File: config.mk
export PLATFORM = sky130hd
export DESIGN_NAME = isort_cell
export DESIGN_NICKNAME = d
export VERILOG_FILES = /design/src/rtl/core/isort_pkg.sv /design/src/rtl/core/isort_cell.sv
export SDC_FILE = /design/constraint.sdc
export NUM_CORES = 1
export LEC_CHECK = 0
export ABC_AREA = 1
export BUFFER_PORTS_ARGS = -buffer_cell sky130_fd_sc_hd__buf_2
export CELL_PAD_IN_SITES_DETAIL_PLACEMENT = 1
export CELL_PAD_IN_SITES_GLOBAL_PLACEMENT = 2
export CORE_MARGIN = 2
export CORE_UTILIZATION = 25
export CTS_CLUSTER_DIAMETER = 120
export CTS_CLUSTER_SIZE = 14
export DETAILED_ROUTE_END_ITERATION = 16
export PLACE_DENSITY = 0.92
export SYNTH_ARGS = -nofsm -noshare
export SYNTH_HDL_FRONTEND = slang
export SYNTH_SLANG_ARGS = --single-unit
File: constraint.sdc
create_clock -name clk -period 4.3 [get_ports clk]
set_clock_uncertainty 0.1 [all_clocks]
set_input_delay 0.86 -clock clk [delete_from_list [all_inputs] [get_ports clk]]
set_output_delay 0.86 -clock clk [all_outputs]
set_load 0.01 [all_outputs]
File: src/rtl/core/isort_pkg.sv
// ---------------------------------------------------------------------------
// isort_pkg
// Types and constants shared by the insertion sorter modules.
// ---------------------------------------------------------------------------
`default_nettype none

package isort_pkg;

	localparam int DATA_W = 32;

	typedef logic signed [DATA_W-1:0] data_t;

	typedef enum logic {
		ST_LOAD,
		ST_EMIT
	} state_t;

	typedef struct packed {
		logic insert;
		logic emit;
	} cell_ctrl_t;

endpackage

`default_nettype wire

File: src/rtl/core/isort_cell.sv
// ---------------------------------------------------------------------------
// isort_cell
// One slot of the sorting chain: holds a value, opens a gap for a smaller
// new item by taking its left neighbor, and shifts left during readout.
// ---------------------------------------------------------------------------
`default_nettype none

module isort_cell
	import isort_pkg::*;
#(
	parameter bit FIRST = 1'b0
) (
	input  wire logic       clk,
	input  wire logic       arst_n,
	input  wire cell_ctrl_t ctrl,
	input  wire data_t      new_val,
	input  wire data_t      left_val,
	input  wire logic       left_vld,
	input  wire logic       left_lt,
	input  wire data_t      right_val,
	input  wire logic       right_vld,
	output data_t           val,
	output logic            vld,
	output logic            lt
);

	data_t val_q;
	logic  vld_q;
	logic  take_new;

	assign lt       = !vld_q || (new_val < val_q);
	assign take_new = FIRST || !left_lt;
	assign val      = val_q;
	assign vld      = vld_q;

	always_ff @(posedge clk or negedge arst_n) begin
		if (!arst_n) begin
			vld_q <= 1'b0;
		end else if (ctrl.emit) begin
			vld_q <= right_vld;
		end else if (ctrl.insert && lt) begin
			vld_q <= take_new ? 1'b1 : left_vld;
		end
	end

	always_ff @(posedge clk) begin
		if (ctrl.emit) begin
			val_q <= right_val;
		end else if (ctrl.insert && lt) begin
			val_q <= take_new ? new_val : left_val;
		end
	end

endmodule

`default_nettype wire

======== Yosys cells after proc, flatten, opt, wreduce, memory -nomap -nowiden ========
Cells that the tools add are included.
operators by class
  div/mod/pow operators ................... 0
  $mul .................................... 0
  bitwise operators ....................... 0
  muxes and demuxes ....................... 6
  reductions and logical operators ........ 4
  equality and inequality tests ........... 0
  magnitude comparators ................... 1
  add/sub/neg operators ................... 0
  shifts and indexed selects .............. 0
operators by type and width
  kind                         count
  two-way mux 32 bit           3
  less-than comparator 32 bit  1
  two-way mux 1 bit            3
  nonzero test 2 bit           1
  logical AND 1 bit            1
  logical NOT 1 bit            1
  logical OR 1 bit             1
storage, ports and cells
  input bits .............................. 103
  flip-flop bits (word level) ............. 33
  bits in read-only memories .............. 0
  latch bits .............................. 0
  bits in writable memories ............... 0
  memories ................................ 0

======== Depth between registers and ports, before layout ========
  word-level depth ........................ 5
  depth in mapped cells ................... 18
  depth with buffers taken out ............ 18

======== Worst setup path after synthesis ========
Ideal clock, no wire load.
  path type ............................... in2out
  start point ............................. in new_val[5]
  end point ............................... out lt
  path buffers ............................ 0
  data arrival time ....................... 1.830 ns
  slack ................................... 1.510 ns
  stages .................................. 11
  cell sequence ........................... ha_1 > a21oi_1 > nor2_1 > nor3_2 > nand2_1 > nand2_1 > nand2_1 > nand2_1 > nand2_1 > nand2_1 > nand3_2
between the ends
  cells in the longest elaborated chain, start to end .. 2
ends and longest elaborated chain
  element                      RTL line          text
  from (decl)                  isort_cell.sv:16  input wire data_t new_val,
  less-than comparator 32 bit  isort_cell.sv:31  assign lt = !vld_q || (new_val < val_q);
  logical OR 1 bit             isort_cell.sv:31
  to (decl)                    isort_cell.sv:24  output logic lt
No other way between the ends.

======== Worst setup path in the final report ========
  start point ............................. in new_val[31]
  end point ............................... out lt
The elaborated chain is that of the path after synthesis.

==> run_results.csv <==
group,metric,value,unit
status,run_status,"finished, final reports clean",
clocking,clock_buffer_count_from_cts,5,
clocking,tritoncts,"done",
grt,grt_max_degree,35,
power,irDropWorstVdd,0.09179,mV
synthesis,synthesis.area,0.002494,mm²
clocking,resize_count_post_cts,0,
final_layout,area_growth_syn_to_layout,35.98,%
sta,holdWs,0.2447,ns
floorplanning,floorplan.die_area,0.01079,mm²
sta,final_hold_violations,0,
route,final_routed_wirelength,8279,µm
grt,first_global_vias,2780,
setup_path,crit_path_start_kind,"input port",
setup_path,r2r_cells,12,
route,met3WireLength,392,µm
clocking,clock_sink_count,33,
setup_path,arrival,2.23,ns
setup_path,top_fanout_value_on_the_critical_path,5,
clocking,postCtsHoldBufs,0,
clocking,clk_slew_on_worst_s_h_paths,0.07,ns
clocking,max-clock-path-buffers,2,
setup_path,worst_setup_path_end_kind,"output pin",
synthesis,seq_area_frac_synth,39.54,%
power,power.density_cell_area,286.9,mW/mm²
clocking,clock_tree.root_cell,"sky130_fd_sc_hd__clkbuf_8",
final_layout,nNetsFinal,583,
sta,final_period_minus_worst_setup_slack,3.189,ns
setup_path,data_required_time_at_the_worst_endpoint,3.34,ns
route,wl_per_cell,14.20,µm
route,wl_met2,4250,µm
route,route.vias.total,2588,
synthesis,yosysWarnings,0,
floorplanning,std_cell_rows,36,
clocking,cts_post_setup_buffers_inserted,0,
synthesis,synthCells,318,
placement,place_congestion,0.7243,
sta,setup_violations,0,
floorplanning,floorplan.io_pins,137,
sta,max_clock_freq,313.6,MHz
hold_path,worst_hold_path_class,"input port to asynchronous set/reset pin",
route,final_antenna_net_count,0,
setup_path,crit_type,"input port to output pin",
route,dr.pass1.iters,4,
floorplanning,initial_core_util,25.63,%
final_layout,n_antenna_cell,0,
floorplanning,floorplan.die.width,103.9,µm
synthesis,nets_in_the_synthesized_netlist,452,
grt,grt_overflow,0,
clocking,clk_latency_worst_skew_pair,0.28,ns
floorplanning,core_area,0.009729,mm²
sta,final.period_utilization,74.16,%
grt,wire_length_of_the_first_global_routing_pass,13740,µm
placement,detailed_place_hpwl,6425,µm
sta,finalMaxSlewViolations,0,
final_layout,layout_common_cells,"136 x sky130_fd_sc_hd__buf_2, 79 x sky130_fd_sc_hd__a21oi_1, 60 x sky130_fd_sc_hd__nand2_1",
route,detail_route.vias_per_cell,4.439,
route,drt_drc_violations_left,0,
synthesis,syn_avg_cell_area,7.842,µm²
job,drv.max_cap_violation_count,0,
grt,antenna_found_initial,0,
clocking,h-tree-depth,2,
floorplanning,die-height,103.9,µm
synthesis,postSynthRegisterBits,33,
sta,worst_slew_pin_slew,1.116,ns
placement,buffer_ports.inserted,136,
synthesis,synth_cell_types,23,
sta,setup_repair_after_global_routing_missed_its_margin,"false",
final_layout,mostFrequentLayoutCell,"sky130_fd_sc_hd__buf_2",
route,met1Wirelength,3577,µm
route,detail_route.iter0.violations,61,
sta,setup_tns,0,ns
grt,total_global_routing_track_utilization,15.68,%
sta,slew-limit-headroom,25.55,%
power,p_leak,0.001781,µW
route,highest-signal-layer,"met4",
final_layout,layout-drive-gt1-share,34.22,%
-- layer usage --
layer / global-route usage [%] / up-vias
met3: 3.634 / 4
met1: 18.94 / 1175
li1: - / 1334
met2: 28.48 / 75
met4: 3.089 / 0
met5: 0 / -
-- registers in the layout (all words and copies together) (netlist names) --
name and count:
val 32, vld 1
-- cell type report --
class	count	area, µm²
inverter	43	161.4
timing repair buffer	138	695.7
tap	133	166.4
fill	1265	6339
clock buffer	8	90.09
multi-input combinational	228	1291
sequential	33	985.9
-- path summary, 6_finish.rpt --
| check | startpoint | to | slack (ns) |
|---|---|---|---|
| worst max register to register | val[31] | val[0] | 1.64 |
| worst min register to register | vld | vld | 0.52 |
| min in group clk | vld | vld | 0.52 |
| worst max-delay path | new_val[31] | lt | 1.11 |
| worst min-delay path | arst_n | vld | 0.24 |
| max in group asynchronous | arst_n | vld | 3.77 |
-- per-stage QoR --
step / utilization (%) / instance area [µm²] / instances / total power (µW) / setup WS (ns)
floorplan: - / 2494 / 318 / 596.5 / 1.510
global route: 34.85 / 3391 / 583 / 1049 / 0.9255
finish: 34.85 / 3391 / 583 / 972.7 / 1.111
global placement: 33.92 / 3301 / 575 / 727.2 / 1.036
detailed placement: 33.92 / 3301 / 575 / 744.4 / 0.9555
CTS: 34.85 / 3391 / 583 / 994.0 / 1.060
-- synthesized netlist by cell type --
master / instances / area [µm²]
sky130_fd_sc_hd__nor3_2: 1 / 10.01
sky130_fd_sc_hd__buf_2: 2 / 10.01
sky130_fd_sc_hd__nor3_1: 1 / 5.000
sky130_fd_sc_hd__nor2_1: 37 / 138.9
sky130_fd_sc_hd__ha_1: 31 / 387.9
sky130_fd_sc_hd__dfrtp_1: 1 / 25.02
sky130_fd_sc_hd__a21oi_1: 79 / 395.4
sky130_fd_sc_hd__o211ai_2: 1 / 12.51
sky130_fd_sc_hd__nand4_1: 2 / 12.51
sky130_fd_sc_hd__nand4_2: 1 / 12.51
sky130_fd_sc_hd__buf_1: 1 / 3.750
sky130_fd_sc_hd__o21ai_1: 2 / 10.01
sky130_fd_sc_hd__nand3_2: 1 / 10.01
sky130_fd_sc_hd__o21a_1: 1 / 7.510
sky130_fd_sc_hd__edfxtp_1: 32 / 960.9
sky130_fd_sc_hd__o21ai_0: 3 / 15.01
sky130_fd_sc_hd__clkbuf_1: 11 / 41.29
sky130_fd_sc_hd__nand2_1: 60 / 225.2
sky130_fd_sc_hd__nand2_2: 4 / 25.02
sky130_fd_sc_hd__nand3_1: 3 / 15.01
sky130_fd_sc_hd__inv_1: 42 / 157.7
sky130_fd_sc_hd__a21oi_2: 1 / 8.760
sky130_fd_sc_hd__inv_2: 1 / 3.750
-- worst max-delay path, stage by stage --
cell and delay (ns):
sky130_fd_sc_hd__buf_2 0.11, sky130_fd_sc_hd__ha_1 0.38, sky130_fd_sc_hd__nand4_1 0.12, sky130_fd_sc_hd__inv_1 0.10
sky130_fd_sc_hd__nand4_2 0.11, sky130_fd_sc_hd__a21oi_2 0.12, sky130_fd_sc_hd__nor2_1 0.06, sky130_fd_sc_hd__nand3_1 0.10
sky130_fd_sc_hd__nand3_2 0.10, sky130_fd_sc_hd__buf_2 0.16
-- power breakdown --
group	internal (µW)	switching (µW)	leakage (µW)	total (µW)
Combinational	129	182	0.00140	311
Clock	131	113	0.0000455	244
Sequential	400	18.0	0.000331	418
Total	660	313	0.00178	973
-- logic make-up after synthesis --
logic type / Yosys count / synth area share (%)
flip-flops: 33 / 39.54
buffers and inverters: 57 / 8.680
adder cells (fa/ha/maj): 31 / 15.55
AND/OR/NAND/NOR: 110 / 18.21
AO/OA/AOI/OAI: 87 / 18.01
(Power assumes the default switching activity.)
